===== src/rtl/av1shl_pkg.sv =====
package av1shl_pkg;

   localparam int unsigned OFS_W = 25;
   localparam int unsigned START_W = 24;
   localparam int unsigned LEN_W = 25;
   localparam int unsigned STATUS_W = 2;
   localparam int unsigned REQ_DATA_W = 8;
   localparam int unsigned RSP_DATA_W = 56;
   localparam int unsigned RSP_USER_W = 8;

   localparam logic [OFS_W-1:0] MAX_FRAME_BYTES = 25'h100_0000;

   localparam logic [STATUS_W-1:0] STATUS_FOUND = 2'd0;
   localparam logic [STATUS_W-1:0] STATUS_NONE = 2'd1;
   localparam logic [STATUS_W-1:0] STATUS_BAD = 2'd2;

   typedef struct packed {
      logic [STATUS_W-1:0] status;
      logic [START_W-1:0]  header_start;
      logic [LEN_W-1:0]    header_length;
   } result_type;

endpackage


===== src/rtl/av1shl_parser.sv =====
module av1shl_parser (
   input  logic                   clock,
   input  logic                   reset,
   input  logic                   step,
   input  logic [7:0]             data_byte,
   input  logic                   last_of_frame,
   output logic                   emit,
   output av1shl_pkg::result_type result
);
   import av1shl_pkg::*;

   localparam logic [2:0] PH_HEADER = 3'd0;
   localparam logic [2:0] PH_EXT = 3'd1;
   localparam logic [2:0] PH_SIZE = 3'd2;
   localparam logic [2:0] PH_PAYLOAD = 3'd3;
   localparam logic [2:0] PH_DONE = 3'd4;

   localparam int unsigned KIND_SEQ_HEADER = 1;
   localparam logic [3:0] SIZE_BYTES_MAX = 4'd8;
   localparam logic [OFS_W-1:0] ACC_SAT = MAX_FRAME_BYTES + 25'd1;

   logic [2:0]         phase_ff, phase_in;
   logic [OFS_W-1:0]   offset_ff, offset_in;
   logic [START_W-1:0] unit_start_ff, unit_start_in;
   logic [3:0]         unit_kind_ff, unit_kind_in;
   logic [OFS_W-1:0]   acc_ff, acc_in;
   logic [3:0]         count_ff, count_in;
   logic [OFS_W-1:0]   left_ff, left_in;

   logic [5:0]         shamt;
   logic [55:0]        chunk;
   logic [OFS_W:0]     sum;
   logic [OFS_W-1:0]   acc_sat;
   logic [OFS_W:0]     reach;
   logic [OFS_W-1:0]   left_dec;
   logic               unit_end;

   always_comb begin
      shamt = {3'b000, count_ff[2:0]} * 6'd7;
      chunk = {49'd0, data_byte[6:0]} << shamt;
      sum = {1'b0, acc_ff} + {1'b0, chunk[OFS_W-1:0]};
      if ((|chunk[55:OFS_W]) || (sum > {1'b0, MAX_FRAME_BYTES})) begin
         acc_sat = ACC_SAT;
      end else begin
         acc_sat = sum[OFS_W-1:0];
      end
      reach = {1'b0, acc_sat} + {1'b0, offset_ff + 25'd1};
      left_dec = (left_ff != '0) ? left_ff - 25'd1 : left_ff;
   end

   always_comb begin
      phase_in = phase_ff;
      offset_in = offset_ff;
      unit_start_in = unit_start_ff;
      unit_kind_in = unit_kind_ff;
      acc_in = acc_ff;
      count_in = count_ff;
      left_in = left_ff;
      unit_end = 1'b0;
      emit = 1'b0;
      result = '{status: STATUS_BAD, header_start: '0, header_length: '0};

      if (phase_ff != PH_DONE) begin
         if (offset_ff >= MAX_FRAME_BYTES) begin
            emit = 1'b1;
            phase_in = PH_DONE;
         end else begin
            offset_in = offset_ff + 25'd1;
            case (phase_ff)
               PH_HEADER: begin
                  unit_start_in = offset_ff[START_W-1:0];
                  unit_kind_in = data_byte[6:3];
                  if (data_byte[7] || data_byte[0] || !data_byte[1]) begin
                     emit = 1'b1;
                     phase_in = PH_DONE;
                  end else begin
                     acc_in = '0;
                     count_in = '0;
                     phase_in = data_byte[2] ? PH_EXT : PH_SIZE;
                  end
               end
               PH_EXT: begin
                  phase_in = PH_SIZE;
               end
               PH_SIZE: begin
                  acc_in = acc_sat;
                  count_in = count_ff + 4'd1;
                  if (data_byte[7]) begin
                     if (count_in >= SIZE_BYTES_MAX) begin
                        emit = 1'b1;
                        phase_in = PH_DONE;
                     end
                  end else if (reach > {1'b0, MAX_FRAME_BYTES}) begin
                     emit = 1'b1;
                     phase_in = PH_DONE;
                  end else begin
                     left_in = acc_sat;
                     if (acc_sat == '0) begin
                        unit_end = 1'b1;
                     end else begin
                        phase_in = PH_PAYLOAD;
                     end
                  end
               end
               default: begin
                  left_in = left_dec;
                  if (left_dec == '0) begin
                     unit_end = 1'b1;
                  end
               end
            endcase
            if (unit_end) begin
               phase_in = PH_HEADER;
               if (unit_kind_ff == 4'(KIND_SEQ_HEADER)) begin
                  emit = 1'b1;
                  phase_in = PH_DONE;
                  result.status = STATUS_FOUND;
                  result.header_start = unit_start_ff;
                  result.header_length = offset_in - {1'b0, unit_start_ff};
               end
            end
         end
      end

      if (last_of_frame) begin
         if (phase_in != PH_DONE) begin
            emit = 1'b1;
            result = '{status: (phase_in == PH_HEADER) ? STATUS_NONE : STATUS_BAD,
                       header_start: '0, header_length: '0};
         end
         phase_in = PH_HEADER;
         offset_in = '0;
         unit_start_in = '0;
         unit_kind_in = '0;
         acc_in = '0;
         count_in = '0;
         left_in = '0;
      end
   end

   always_ff @(posedge clock) begin
      if (reset) begin
         phase_ff <= PH_HEADER;
         offset_ff <= '0;
         unit_start_ff <= '0;
         unit_kind_ff <= '0;
         acc_ff <= '0;
         count_ff <= '0;
         left_ff <= '0;
      end else if (step) begin
         phase_ff <= phase_in;
         offset_ff <= offset_in;
         unit_start_ff <= unit_start_in;
         unit_kind_ff <= unit_kind_in;
         acc_ff <= acc_in;
         count_ff <= count_in;
         left_ff <= left_in;
      end
   end

endmodule


===== src/rtl/av1_sequence_header_locator_core.sv =====
// Locates the first sequence header OBU in an AV1 frame.
// The req channel carries one frame byte per transaction, with req_tlast on the
// final byte of the frame. The rsp channel carries at most one transaction per
// frame: the status in rsp_tuser and, for a found header, its start offset and
// total length in rsp_tdata. A result is given as soon as the header's payload
// is complete or the stream is judged malformed, or else at the last byte.
// Bytes after a decision are consumed without effect until the last byte.
// Each byte is held in an input register and parsed from there; a result is
// stored in an output register that drives rsp.
// The block takes one byte every cycle while no deciding byte is held back; the
// single parse stage with its OBU state registers sets that figure. Only a byte
// that produces a result waits when the rsp side stalls and the output register
// is still full; other bytes keep flowing. Reset clears the parse state and drops
// any pending result, readying the block for the start of a new frame.
module av1_sequence_header_locator_core (
   input  logic                              clock,
   input  logic                              reset,
   input  logic                              req_tvalid,
   output logic                              req_tready,
   input  logic [av1shl_pkg::REQ_DATA_W-1:0] req_tdata,  // data_byte[7:0]
   input  logic                              req_tlast,  // last_of_frame
   output logic                              rsp_tvalid,
   input  logic                              rsp_tready,
   output logic [av1shl_pkg::RSP_DATA_W-1:0] rsp_tdata,  // header_start[23:0], header_length[48:24]
   output logic [av1shl_pkg::RSP_USER_W-1:0] rsp_tuser   // status[1:0]
);
   import av1shl_pkg::*;

   logic       in_vld_ff;
   logic [7:0] in_byte_ff;
   logic       in_last_ff;
   logic       out_vld_ff, out_vld_in;
   result_type out_ff;
   result_type result;
   logic       emit;
   logic       out_free;
   logic       step;

   assign out_free = !out_vld_ff || rsp_tready;
   assign step = in_vld_ff && (!emit || out_free);
   assign req_tready = !in_vld_ff || step;
   assign out_vld_in = (step && emit) || (out_vld_ff && !rsp_tready);

   av1shl_parser u_parser (
      .clock         (clock),
      .reset         (reset),
      .step          (step),
      .data_byte     (in_byte_ff),
      .last_of_frame (in_last_ff),
      .emit          (emit),
      .result        (result)
   );

   always_ff @(posedge clock) begin
      if (reset) begin
         in_vld_ff <= 1'b0;
         out_vld_ff <= 1'b0;
      end else begin
         if (req_tready) begin
            in_vld_ff <= req_tvalid;
         end
         out_vld_ff <= out_vld_in;
      end
   end

   always_ff @(posedge clock) begin
      if (req_tvalid && req_tready) begin
         in_byte_ff <= req_tdata[7:0];
         in_last_ff <= req_tlast;
      end
      if (step && emit) begin
         out_ff <= result;
      end
   end

   assign rsp_tvalid = out_vld_ff;
   assign rsp_tdata = {7'd0, out_ff.header_length, out_ff.header_start};
   assign rsp_tuser = {6'd0, out_ff.status};

   a_in_held: assert property (@(posedge clock) disable iff (reset)
      in_vld_ff && !step |=> in_vld_ff && $stable(in_byte_ff) && $stable(in_last_ff))
      else $error("input byte dropped while parse stalled");

   a_out_held: assert property (@(posedge clock) disable iff (reset)
      out_vld_ff && !rsp_tready |=> out_vld_ff && $stable(out_ff))
      else $error("pending result overwritten");

   a_found_len: assert property (@(posedge clock) disable iff (reset)
      out_vld_ff && out_ff.status == STATUS_FOUND |-> out_ff.header_length != '0)
      else $error("found header with zero length");

   a_other_zero: assert property (@(posedge clock) disable iff (reset)
      out_vld_ff && out_ff.status != STATUS_FOUND
         |-> out_ff.header_start == '0 && out_ff.header_length == '0)
      else $error("non-found result carries offsets");

endmodule


===== config.mk =====
export PLATFORM = sky130hd
export DESIGN_NAME = av1_sequence_header_locator_core
export DESIGN_NICKNAME = d
export VERILOG_FILES = /design/src/rtl/av1shl_pkg.sv /design/src/rtl/av1shl_parser.sv /design/src/rtl/av1_sequence_header_locator_core.sv
export SDC_FILE = /design/constraint.sdc
export NUM_CORES = 1
export LEC_CHECK = 0
export BUFFER_PORTS_ARGS = -buffer_cell sky130_fd_sc_hd__buf_2
export CORE_MARGIN = 3
export CORE_UTILIZATION = 63
export CTS_CLUSTER_SIZE = 16
export DETAILED_ROUTE_END_ITERATION = 12
export PLACE_DENSITY = 0.82
export SLEW_MARGIN = 20
export SYNTH_ARGS = -nofsm -noshare
export SYNTH_HDL_FRONTEND = slang
export SYNTH_SLANG_ARGS = --single-unit

===== constraint.sdc =====
create_clock -name clock -period 14.45 [get_ports clock]
set_clock_uncertainty 0.2 [all_clocks]
set_input_delay 0 -clock clock [delete_from_list [all_inputs] [get_ports clock]]
set_output_delay 0 -clock clock [all_outputs]
set_load 0.005 [all_outputs]

==> flow_results.xml <==
<?xml version="1.0" encoding="UTF-8"?>
<metrics>
  <group name="status">
    <metric name="run_status" unit="">finished clean</metric>
  </group>
  <group name="final_layout">
    <metric name="diodes" unit="">0</metric>
    <metric name="post_route_cells_drive_above_1_share" unit="">0.0995</metric>
    <metric name="flow.area_growth_from_synthesis" unit="%">7.47</metric>
    <metric name="non_filler_instance_count_after_layout" unit="">1969</metric>
    <metric name="finalInstanceArea" unit="mm²">0.0145</metric>
    <metric name="final_nets" unit="">1780</metric>
    <metric name="fillers" unit="">1641</metric>
  </group>
  <group name="synthesis">
    <metric name="ys_top_cells_by_count" unit="">nor2_1, nand2_1, dfxtp_1, nand3_1, a21oi_1</metric>
    <metric name="synthAdderAreaFrac" unit="">0.0767</metric>
    <metric name="synth_top_family_by_area" unit="">simple AND/OR/NAND/NOR gates</metric>
    <metric name="yosys.cell_types.count" unit="">93</metric>
    <metric name="yosysWarnings" unit="">0</metric>
    <metric name="synthFlopType" unit="">dfxtp_1</metric>
    <metric name="async_reset_ff_frac" unit="">0</metric>
    <metric name="netlist_top_cells_area" unit="">dfxtp_1, edfxtp_1, ha_1</metric>
    <metric name="synth-xor-area-share" unit="">0.0486</metric>
    <metric name="synthMuxAreaShare" unit="">0.0232</metric>
    <metric name="synth-compound-area-share" unit="">0.222</metric>
    <metric name="post_synth_and_or_nand_nor_area_fraction" unit="">0.271</metric>
    <metric name="syn_inst" unit="">1675</metric>
    <metric name="netlist.area_leader.share" unit="">0.166</metric>
    <metric name="syn-cell-area" unit="mm²">0.0135</metric>
    <metric name="synth_seq_cells" unit="">172</metric>
    <metric name="synth.largest_area_cell" unit="">dfxtp_1</metric>
    <metric name="synth.most_common_cell" unit="">nor2_1</metric>
    <metric name="synth_edf_count" unit="">60</metric>
    <metric name="syn_avg_cell_area" unit="µm²">8.07</metric>
    <metric name="synth_sequential_area_ratio" unit="">0.299</metric>
  </group>
  <group name="clock_tree">
    <metric name="post_cts.repair.setup_buffers" unit="">0</metric>
    <metric name="cts_root_cell" unit="">clkbuf_16</metric>
    <metric name="tritoncts_clock_tree" unit="">yes</metric>
    <metric name="cts_sinks" unit="">172</metric>
    <metric name="worst_setup_hold_path_clk_slew" unit="ps">80</metric>
    <metric name="cts-root-to-sink-buffers" unit="">2</metric>
    <metric name="clock_tree.htree_level_count" unit="">4</metric>
    <metric name="cts-buffers-inserted" unit="">17</metric>
    <metric name="clk_latency" unit="ps">450</metric>
  </group>
  <group name="timing">
    <metric name="slew_at_the_pin_closest_to_its_max_slew_limit" unit="ps">1110</metric>
    <metric name="finalMaxSlewViolations" unit="">0</metric>
    <metric name="final_setup_fails" unit="">0</metric>
    <metric name="hold_violations" unit="">0</metric>
    <metric name="period_share" unit="">0.734</metric>
    <metric name="rsz0062_at_grt" unit="">false</metric>
    <metric name="finalSetupTns" unit="ps">0</metric>
    <metric name="slew_headroom" unit="">0.253</metric>
    <metric name="timing.final.ws_setup" unit="ps">3840</metric>
    <metric name="final_period_minus_worst_setup_slack" unit="ps">10610</metric>
    <metric name="clock.fmax" unit="MHz">94.3</metric>
  </group>
  <group name="drt">
    <metric name="detailroute.via_count" unit="">13600</metric>
    <metric name="drt_drc_violations_left" unit="">0</metric>
    <metric name="firstDrtPassIters" unit="">6</metric>
    <metric name="route.final.wire_length" unit="µm">44200</metric>
    <metric name="detail_route.iter0.violations" unit="">1508</metric>
    <metric name="drt-vias-per-instance" unit="">6.93</metric>
    <metric name="final_antenna_net_count" unit="">0</metric>
    <metric name="post_drt_wl_per_cell" unit="µm">22.5</metric>
  </group>
  <group name="floorplan">
    <metric name="start_util" unit="">0.655</metric>
    <metric name="die_height" unit="µm">152</metric>
    <metric name="coreArea" unit="mm²">0.0206</metric>
    <metric name="chipWidth" unit="µm">152</metric>
    <metric name="dieArea" unit="mm²">0.0232</metric>
    <metric name="io_pins" unit="">79</metric>
    <metric name="core.rowCount" unit="">52</metric>
  </group>
  <group name="global_routing">
    <metric name="grt_overflow" unit="">0</metric>
    <metric name="grt_max_degree" unit="">68</metric>
    <metric name="antenna_found_initial" unit="">0</metric>
    <metric name="grt_pass1_wl" unit="µm">68500</metric>
    <metric name="globalRouteTotalUtil" unit="">0.361</metric>
    <metric name="via_count_of_the_first_global_routing_pass" unit="">12600</metric>
  </group>
  <group name="critical_path">
    <metric name="crit_path_start_kind" unit="">flop</metric>
    <metric name="critPathRequiredTime" unit="ps">14610</metric>
    <metric name="critical_path_peak_fanout" unit="">19</metric>
    <metric name="endpoint_kind_of_the_worst_setup_timing_path" unit="">flop</metric>
    <metric name="timing.critical_path.mode_cell" unit="">a211o_1</metric>
    <metric name="cpMaxStageDelayCell" unit="">and3_1</metric>
    <metric name="worst_ep_arrival_time" unit="ps">10770</metric>
    <metric name="max_stage_delay" unit="ps">800</metric>
    <metric name="timing.setup.critical_path_class" unit="">flop to flop</metric>
  </group>
  <group name="pwr">
    <metric name="power.ir.vdd_worst" unit="V">0.0000827</metric>
    <metric name="power.leakage" unit="nW">5.66</metric>
    <metric name="power_density" unit="mW/mm²">82.1</metric>
  </group>
  <group name="place">
    <metric name="detailed_place_hpwl" unit="µm">32500</metric>
    <metric name="placement.io_buffers" unit="">65</metric>
    <metric name="numPlacedInstances" unit="">1924</metric>
    <metric name="routabilityCongestion" unit="">1.04</metric>
    <metric name="dp_worst_setup_slack" unit="ps">3960</metric>
    <metric name="placedInstanceArea" unit="mm²">0.0137</metric>
  </group>
  <group name="job">
    <metric name="max_cap_violations" unit="">0</metric>
  </group>
  <group name="worst_hold_path">
    <metric name="timing.hold.worst.class" unit="">input pin to flop</metric>
  </group>
</metrics>
==> where the power goes <==
group	switching [W]	internal (W)	leakage, nW
clock	0.000236	0.000249	0.306
sequential	0.0000105	0.000512	1.47
combinational	0.000120	0.0000629	3.89
total	0.000367	0.000825	5.66
==> metrics by stage <==
stage,total power [W],hold WS (ps),util
6_report,0.00119,65.5,0.704
4_1_cts,0.00119,50.5,0.703
3_5_place_dp,0.000707,-21.6,0.666
3_3_place_gp,0.000704,-23.6,0.666
2_1_floorplan,0.000664,-101,-
5_1_grt,0.00123,78.7,0.704
==> kinds of logic (layout without fill, tap and decap cells) <==
| group | count (synthesis) | after routing |
|---|---|---|
| buf+inv | 172 | 184 |
| simple gates | 723 | 723 |
| xor+xnor | 75 | 75 |
| mux | 31 | 31 |
| fa+ha+maj | 81 | 81 |
| flops | 172 | 172 |
| other cells | 1 | 13 |
| compound gates | 420 | 420 |
==> what timing repair did <==
action	4_1_cts	5_1_grt
gates resized for setup	0	0
hold buffers	13	0
hold endpoints to repair	31	0
==> critical path, delay by kind of cell (launching register included) <==
family / cells / cell delay, ps
AO/OA/AOI/OAI: 15 / 4620
AND/OR/NAND/NOR: 9 / 3270
adder cells (fa/ha/maj): 3 / 1040
buffers and inverters: 3 / 470
flip-flops: 1 / 460
XOR/XNOR: 1 / 260
multiplexers: 1 / 210
==> registers in the layout, indices dropped and copies added (netlist names) <==
register,count
rsp_tdata,49
u_parser.acc_ff,25
u_parser.left_ff,25
u_parser.offset_ff,25
u_parser.unit_start_ff,24
in_byte_ff,8
u_parser.count_ff,4
u_parser.unit_kind_ff,4
u_parser.phase_ff,3
rsp_tuser,2
in_last_ff,1
in_vld_ff,1
rsp_tvalid,1
==> per-layer routing <==
layer / share of wire / vias up / GRT usage
li1: - / 6175 / -
met1: 0.38 / 6424 / 0.440
met2: 0.47 / 849 / 0.613
met3: 0.081 / 189 / 0.0537
met4: 0.066 / 0 / 0.200
met5: 0 / - / 0
==> final timing paths <==
kind                           to  slack (ps)  cells after the start            startpoint
max reg2reg  u_parser.left_ff[16]        3840                     32  u_parser.count_ff[1]
min reg2reg   u_parser.acc_ff[24]         270                      2   u_parser.acc_ff[24]
max          u_parser.left_ff[16]        3840                     32  u_parser.count_ff[1]
min                    in_last_ff          70                      2             req_tlast
==> placed cells by master (no fill, tap or decap), types with 17 or more instances in the layout <==
cell / count
o31ai_1: 35
xor2_1: 34
and2_1: 26
nand4_1: 17
edfxtp_1: 60
nor2_1: 201
nor4_1: 21
buf_2: 65
a21oi_1: 94
ha_1: 78
o21ai_0: 73
a211oi_1: 18
mux2i_1: 28
nor2b_1: 21
inv_1: 66
clkbuf_16: 18
or3_1: 21
and3_1: 31
nand3_1: 96
nor3_1: 62
dfxtp_1: 112
nand2_1: 130
a31oi_1: 28
xnor2_1: 41
a21o_1: 23
==> final cells by class <==
cell class,instances,area (µm²),share of cell area
sequential,172,4040,0.279
clock inverter,13,166,0.0115
inverter,68,255,0.0176
tap,270,338,0.0233
clock buffer,19,464,0.0320
timing repair buffer,84,500,0.0345
multi-input combinational,1343,8750,0.603
No activity file was read; power rests on OpenSTA's default activity.
